### src/stev_pkg.sv
package stev_pkg;

	// configuration register indexes
	localparam logic REG_MAX_VOLUME = 1'b0;
	localparam logic REG_FADE_FRAMES = 1'b1;

	localparam logic [4:0] VOL_LIMIT = 5'd20;
	localparam logic [7:0] GAIN_LIMIT = 8'd100;

	// floor(x / 100) = (x * RECIP_100) >> RECIP_SHIFT for x below 2^20
	localparam logic [20:0] RECIP_100 = 21'd1342178;
	localparam int RECIP_SHIFT = 27;

	localparam int DIV_STEPS = 5;

	// item state carried down the pipeline
	typedef struct packed {
		logic live;
		logic neg;
		logic [14:0] mag;
		logic [6:0] gain;
		logic [4:0] peak;
		logic [15:0] fade;
		logic use_up;
		logic use_dn;
		logic [20:0] rem_up;
		logic [20:0] rem_dn;
		logic [4:0] q_up;
		logic [4:0] q_dn;
	} pipe_t;

	// magnitude of the 32-entry full-cycle sine table
	function automatic logic [14:0] sine_mag(input logic [4:0] idx);
		logic [14:0] m;
		case (idx[3:0])
			4'd0: m = 15'd0;
			4'd1, 4'd15: m = 15'd6393;
			4'd2, 4'd14: m = 15'd12539;
			4'd3, 4'd13: m = 15'd18204;
			4'd4, 4'd12: m = 15'd23170;
			4'd5, 4'd11: m = 15'd27245;
			4'd6, 4'd10: m = 15'd30273;
			4'd7, 4'd9: m = 15'd32137;
			default: m = 15'd32767;
		endcase
		return m;
	endfunction

endpackage

### src/stev_div.sv
module stev_div
	import stev_pkg::*;
(
	input logic clk,
	input logic arst_n,
	input logic en,
	input logic in_valid,
	input pipe_t in_data,
	output logic out_valid,
	output pipe_t out_data
);

	pipe_t div_s [0:DIV_STEPS-1];
	logic div_vld_s [0:DIV_STEPS-1];
	pipe_t nx [0:DIV_STEPS-1];

	// one restoring step on both ramps, quotient bit b
	function automatic pipe_t div_step(input pipe_t p, input logic [2:0] b);
		pipe_t r;
		logic [21:0] dv;
		r = p;
		dv = {6'd0, p.fade} << b;
		if ({1'b0, p.rem_up} >= dv) begin
			r.rem_up = p.rem_up - dv[20:0];
			r.q_up[b] = 1'b1;
		end
		if ({1'b0, p.rem_dn} >= dv) begin
			r.rem_dn = p.rem_dn - dv[20:0];
			r.q_dn[b] = 1'b1;
		end
		return r;
	endfunction

	// next value of every step, most significant bit first
	always_comb begin
		for (int j = 0; j < DIV_STEPS; j++) begin
			if (j == 0) begin
				nx[j] = div_step(in_data, 3'(DIV_STEPS - 1));
			end else begin
				nx[j] = div_step(div_s[j-1], 3'(DIV_STEPS - 1 - j));
			end
		end
	end

	// payload
	always_ff @(posedge clk) begin
		if (en) begin
			for (int j = 0; j < DIV_STEPS; j++) begin
				div_s[j] <= nx[j];
			end
		end
	end

	// valid bits
	always_ff @(posedge clk or negedge arst_n) begin
		if (!arst_n) begin
			for (int j = 0; j < DIV_STEPS; j++) begin
				div_vld_s[j] <= 1'b0;
			end
		end else if (en) begin
			div_vld_s[0] <= in_valid;
			for (int j = 1; j < DIV_STEPS; j++) begin
				div_vld_s[j] <= div_vld_s[j-1];
			end
		end
	end

	assign out_valid = div_vld_s[DIV_STEPS-1];
	assign out_data = div_s[DIV_STEPS-1];

endmodule

### src/stev_scale.sv
module stev_scale
	import stev_pkg::*;
(
	input logic clk,
	input logic arst_n,
	input logic en,
	input logic in_valid,
	input pipe_t in_data,
	output logic out_valid,
	output logic [15:0] out_sample
);

	logic [4:0] vol;
	logic [19:0] prod1_s1;
	logic [6:0] gain_s1, gain_s2;
	logic live_s1, live_s2, live_s3;
	logic neg_s1, neg_s2, neg_s3;
	logic [40:0] t1;
	logic [12:0] q1_s2;
	logic [19:0] prod2_s3;
	logic [40:0] t2;
	logic [12:0] q2;
	logic [15:0] sample_s4;
	logic vld_s1, vld_s2, vld_s3, vld_s4;

	// smaller of the two ramps, peak when neither applies
	always_comb begin
		vol = in_data.peak;
		if (in_data.use_up) begin
			vol = in_data.q_up;
		end
		if (in_data.use_dn && (in_data.q_dn < vol)) begin
			vol = in_data.q_dn;
		end
	end

	assign t1 = 41'(prod1_s1) * 41'(RECIP_100);
	assign t2 = 41'(prod2_s3) * 41'(RECIP_100);
	assign q2 = t2[RECIP_SHIFT+12:RECIP_SHIFT];

	// envelope multiply, divide by 100, gain multiply, divide by 100
	always_ff @(posedge clk) begin
		if (en) begin
			prod1_s1 <= 20'(in_data.mag) * 20'(vol);
			gain_s1 <= in_data.gain;
			live_s1 <= in_data.live;
			neg_s1 <= in_data.neg;
			q1_s2 <= t1[RECIP_SHIFT+12:RECIP_SHIFT];
			gain_s2 <= gain_s1;
			live_s2 <= live_s1;
			neg_s2 <= neg_s1;
			prod2_s3 <= 20'(q1_s2) * 20'(gain_s2);
			live_s3 <= live_s2;
			neg_s3 <= neg_s2;
			if (!live_s3) begin
				sample_s4 <= 16'd0;
			end else if (neg_s3) begin
				sample_s4 <= 16'd0 - 16'(q2);
			end else begin
				sample_s4 <= 16'(q2);
			end
		end
	end

	// valid bits
	always_ff @(posedge clk or negedge arst_n) begin
		if (!arst_n) begin
			vld_s1 <= 1'b0;
			vld_s2 <= 1'b0;
			vld_s3 <= 1'b0;
			vld_s4 <= 1'b0;
		end else if (en) begin
			vld_s1 <= in_valid;
			vld_s2 <= vld_s1;
			vld_s3 <= vld_s2;
			vld_s4 <= vld_s3;
		end
	end

	assign out_valid = vld_s4;
	assign out_sample = sample_s4;

endmodule

### src/sine_tone_envelope_sample.sv
// sine tone sample with linear fade envelope and percent gain
//
// input stream: one beat per sample, s_tdata carries the sample position,
// tone length, phase and gain in percent. output stream: one beat with the
// signed 16-bit sample for each input beat, in order.
// configuration: cfg_we writes cfg_wdata into register cfg_addr
// (0 = max volume percent, 1 = fade frames); write only while idle.
//
// input beat to output beat passes one front stage (table, ramp
// products, compares), five divide steps of the ramp quotients, four
// scaling stages. one beat is taken every cycle unless the output stalls.
//
// reset clears all valid bits and loads max volume 20 and fade 160.
// when the receiver stalls, the whole pipeline holds and s_tready drops;
// s_tready is high whenever the output register is empty or being taken.
module sine_tone_envelope_sample
	import stev_pkg::*;
#(
	parameter int COUNT_WIDTH = 24
) (
	input logic clk,
	input logic arst_n,
	input logic s_tvalid,
	output logic s_tready,
	// position[CW-1:0], length[CW-1:0], phase[31:0], gain[7:0], zero fill
	input logic [((2*COUNT_WIDTH+40+7)/8)*8-1:0] s_tdata,
	output logic m_tvalid,
	input logic m_tready,
	// sample_out[15:0]
	output logic [15:0] m_tdata,
	input logic cfg_we,
	input logic cfg_addr,
	input logic [15:0] cfg_wdata
);

	localparam int CW = COUNT_WIDTH;

	logic [4:0] max_vol_q;
	logic [15:0] fade_q;
	logic en;
	logic [CW-1:0] idx, total, rem, fade_ext;
	logic [31:0] phase;
	logic [7:0] gain_in;
	logic [4:0] peak;
	pipe_t front;
	pipe_t front_s1;
	logic front_vld_s1;
	pipe_t div_out;
	logic div_vld;

	// configuration registers
	always_ff @(posedge clk or negedge arst_n) begin
		if (!arst_n) begin
			max_vol_q <= VOL_LIMIT;
			fade_q <= 16'd160;
		end else if (cfg_we) begin
			unique case (cfg_addr)
				REG_MAX_VOLUME: max_vol_q <= cfg_wdata[4:0];
				REG_FADE_FRAMES: fade_q <= cfg_wdata;
				default: ;
			endcase
		end
	end

	assign en = !m_tvalid || m_tready;
	assign s_tready = en;

	assign idx = s_tdata[CW-1:0];
	assign total = s_tdata[2*CW-1:CW];
	assign phase = s_tdata[2*CW+31:2*CW];
	assign gain_in = s_tdata[2*CW+39:2*CW+32];
	assign rem = total - idx - CW'(1);
	assign fade_ext = CW'(fade_q);
	assign peak = (max_vol_q > VOL_LIMIT) ? VOL_LIMIT : max_vol_q;

	// front stage: table lookup, ramp numerators and ramp selection
	always_comb begin
		front.live = idx < total;
		front.neg = phase[31];
		front.mag = sine_mag(phase[31:27]);
		front.gain = (gain_in > GAIN_LIMIT) ? GAIN_LIMIT[6:0] : gain_in[6:0];
		front.peak = peak;
		front.fade = fade_q;
		front.use_up = idx < fade_ext;
		front.use_dn = rem < fade_ext;
		front.rem_up = 21'(peak) * 21'(idx[15:0]);
		front.rem_dn = 21'(peak) * 21'(rem[15:0]);
		front.q_up = 5'd0;
		front.q_dn = 5'd0;
	end

	always_ff @(posedge clk) begin
		if (en) begin
			front_s1 <= front;
		end
	end

	always_ff @(posedge clk or negedge arst_n) begin
		if (!arst_n) begin
			front_vld_s1 <= 1'b0;
		end else if (en) begin
			front_vld_s1 <= s_tvalid;
		end
	end

	stev_div u_div (
		.clk(clk),
		.arst_n(arst_n),
		.en(en),
		.in_valid(front_vld_s1),
		.in_data(front_s1),
		.out_valid(div_vld),
		.out_data(div_out)
	);

	stev_scale u_scale (
		.clk(clk),
		.arst_n(arst_n),
		.en(en),
		.in_valid(div_vld),
		.in_data(div_out),
		.out_valid(m_tvalid),
		.out_sample(m_tdata)
	);

endmodule

### config.mk
export PLATFORM = sky130hd
export DESIGN_NAME = sine_tone_envelope_sample
export DESIGN_NICKNAME = d
export VERILOG_FILES = /design/src/stev_pkg.sv /design/src/stev_div.sv /design/src/stev_scale.sv /design/src/sine_tone_envelope_sample.sv
export SDC_FILE = /design/constraint.sdc
export NUM_CORES = 2
export LEC_CHECK = 0
export ABC_AREA = 1
export BUFFER_PORTS_ARGS = -buffer_cell sky130_fd_sc_hd__buf_4
export CELL_PAD_IN_SITES_DETAIL_PLACEMENT = 1
export CELL_PAD_IN_SITES_GLOBAL_PLACEMENT = 2
export CORE_ASPECT_RATIO = 0.5
export CORE_MARGIN = 5
export CORE_UTILIZATION = 46
export CTS_CLUSTER_DIAMETER = 40
export DETAILED_ROUTE_END_ITERATION = 12
export PLACE_DENSITY_LB_ADDON = 0.1
export SYNTH_ARGS = -nofsm -noshare
export SYNTH_HDL_FRONTEND = slang
export SYNTH_SLANG_ARGS = --single-unit
### constraint.sdc
create_clock -name clk -period 42.4 [get_ports clk]
set_input_delay 6.36 -clock clk [delete_from_list [all_inputs] [get_ports clk]]
set_output_delay 6.36 -clock clk [all_outputs]
set_load 0.03 [all_outputs]
==> metrics.yaml <==
run_status:
  status: "completed"
floorplan:
  fp.dieH_um: 258
  dieWidth_um: 507
  initial_utilization_pct: 46.2
  io_pins: 128
  core.rowCount: 91
  die-area_um2: 131000
  core_um2: 123000
worst_setup_path:
  cp_cell_sequence: "buf_4 -> inv_1 -> nand2_4 -> buf_4"
  slowest_delay_ns: 0.31
  start_kind: "primary input"
  worstSetupPathType: "in -> out"
  path_max_fanout: 35
  cp.arrival_ns: 7.17
  endpoint_kind: "primary output"
  path_common_cell: "buf_4"
  crit_family: "buffers and inverters"
  cp_slowest_cell: "buf_4"
  path_buf_inv: 3
  cp.required_ns: 36.04
detailed_routing:
  wl_met1_um: 67300
  post_drt_wl_per_cell_um: 18.9
  drc_errors: 0
  wl_met3_um: 3130
  drtIter0Drc: 1377
  top_layer_used: "met4"
  ant_nets: 0
  wl_um: 146000
  wl_met2_um: 72300
  drtPass1Iterations: 7
  vias_per_cell: 5.18
  dr_total_vias: 39858
clock_tree:
  cts_tree: "yes"
  clk_pin_slew_ns: 0.05
  htree_levels: 3
  clk_path_buf_depth: 3
  clk-insertion-delay-late_ns: 0.67
  cts.sinks: 624
  cts_buffers: 84
  hold_buffers: 0
  root_buffer: "clkbuf_16"
  post_cts_buffers: 0
  cts_resized: 0
cells_and_area:
  synthToLayoutAreaGrowth_pct: 9.57
  layout_commonest_cell: "inv_1"
  layout-drive-gt1-share_pct: 6.70
  mostFrequentLayoutCells: "inv_1, nand2_1, ha_1"
  nNetsFinal: 7390
sta:
  fin_crit_ns: 13.53
  period_share_pct: 31.9
  worst_pin_slew_ns: 1.14
  fin_setup_tns_ns: 0
  relSlewSlack_pct: 24.0
  finalSetupViolCount: 0
  clock_skew_ns: 0.0360
  rsz0062_at_grt: "false"
  max_freq_mhz: 73.9
  hold_viol: 0
  maxSlewViolCount: 0
global_routing:
  grt_pass1_wl_um: 238000
  grt_pass1_vias: 44300
  antenna_found_initial: 1
  gr-total-overflow: 0
  grt_use_total_pct: 22.8
  grt_max_degree: 120
synthesis:
  synth_ff_type: "edfxtp_1"
  syn_avg_cell_area_um2: 9.67
  ys_async_sr_fraction_pct: 4.97
  yosys_warnings: 0
  ys_seq_elements: 624
  synth.yosys.seq_area_share_pct: 32.7
  synth_edf_count: 593
  synth.distinct_cells: 72
  syn-num-nets: 7257
  netlist_instances: 5867
  syn_area_um2: 56800
flow_run:
  cap_viol_max_count: 0
hold_path:
  worstHoldPathType: "reg -> reg"
place:
  hpwlAfterDp_um: 123000
  place_congestion: 0.883
  io_buffers: 100
## per-layer routing
metal,vias to the layer above,track usage [%]
met2,356,40.7
met3,163,2.75
met5,-,0
met1,19785,29.9
li1,19554,-
met4,0,4.99
## registers in the layout, indices dropped and copies added (netlist names), 4 cells and up
| name | count |
|---|---|
| u_div.div_s | 417 |
| front_s1 | 89 |
| u_scale.prod1_s1 | 20 |
| u_scale.prod2_s3 | 20 |
| fade_q | 16 |
| u_scale.out_sample | 14 |
| u_scale.q1_s2 | 13 |
| u_scale.gain_s1 | 7 |
| u_scale.gain_s2 | 7 |
| max_vol_q | 5 |
| u_div.div_vld_s | 4 |
## through the flow
stage | instances | hold slack [ns] | setup slack, ns | util [%] | cell area (µm²)
floorplan | 5867 | 0.400 | 13.12 | - | 56800
global route | 7698 | 0.424 | 28.82 | 50.6 | 62200
finish | 7700 | 0.416 | 28.87 | 50.6 | 62200
global placement | 7541 | 0.401 | 28.87 | 48.3 | 59300
detailed placement | 7541 | 0.405 | 28.85 | 48.3 | 59300
CTS | 7698 | 0.416 | 28.85 | 50.6 | 62200
## kinds of logic after synthesis
kind of cell | Yosys count | synth area share (%)
mux | 7 | 0.128
buf+inv | 1185 | 8.08
xor+xnor | 221 | 3.47
fa+ha+maj | 1280 | 34.5
flops | 624 | 32.7
compound gates | 839 | 8.57
simple gates | 1711 | 12.5
## area by class of cell
cell class              count  area (µm²)
multi-input cells        4058       33600
clock inverters            62         678
fillers                 13833       60700
repair buffers            115         876
clock buffers              95        2220
inverters                1117        4200
well taps                1627        2040
diodes                      2        5.00
flip-flops and latches    624       18600
## path summary, 6_finish.rpt
kind,cells past startpoint,to,slack [ns],from
hold / removal,0,u_scale.live_s3$_DFFE_PP_,0.42,u_scale.live_s2$_DFFE_PP_
setup reg to reg,28,u_scale.out_sample[12]$_SDFFCE_PN0P_,35.43,u_scale.prod2_s3[11]$_DFFE_PP_
max in group asynchronous,1,fade_q[5]$_DFFE_PN1P_,36.37,arst_n
setup / recovery,4,s_tready,28.87,m_tready
min in group asynchronous,1,front_vld_s1$_DFFE_PN0P_,5.63,arst_n
hold reg to reg,0,u_scale.live_s3$_DFFE_PP_,0.42,u_scale.live_s2$_DFFE_PP_
## cell usage after synthesis (all sizes together), types with 27 or more instances
| library cell | count | area, µm² |
|---|---|---|
| dfrtp | 27 | 676 |
| nand4 | 47 | 300 |
| buf | 40 | 288 |
| fa | 472 | 9450 |
| xor2 | 126 | 1120 |
| xnor2 | 95 | 851 |
| ha | 808 | 10100 |
| a21oi | 412 | 2100 |
| nor3 | 58 | 315 |
| o21ai | 270 | 1510 |
| nor2 | 401 | 1560 |
| nand2 | 1024 | 3910 |
| nand3 | 122 | 641 |
| edfxtp | 593 | 17800 |
| clkbuf | 28 | 105 |
| o21bai | 27 | 229 |
| inv | 1116 | 4190 |
Power is not shown: default switching activity piles up to over one toggle a cycle in this logic, so the estimate is an artifact.
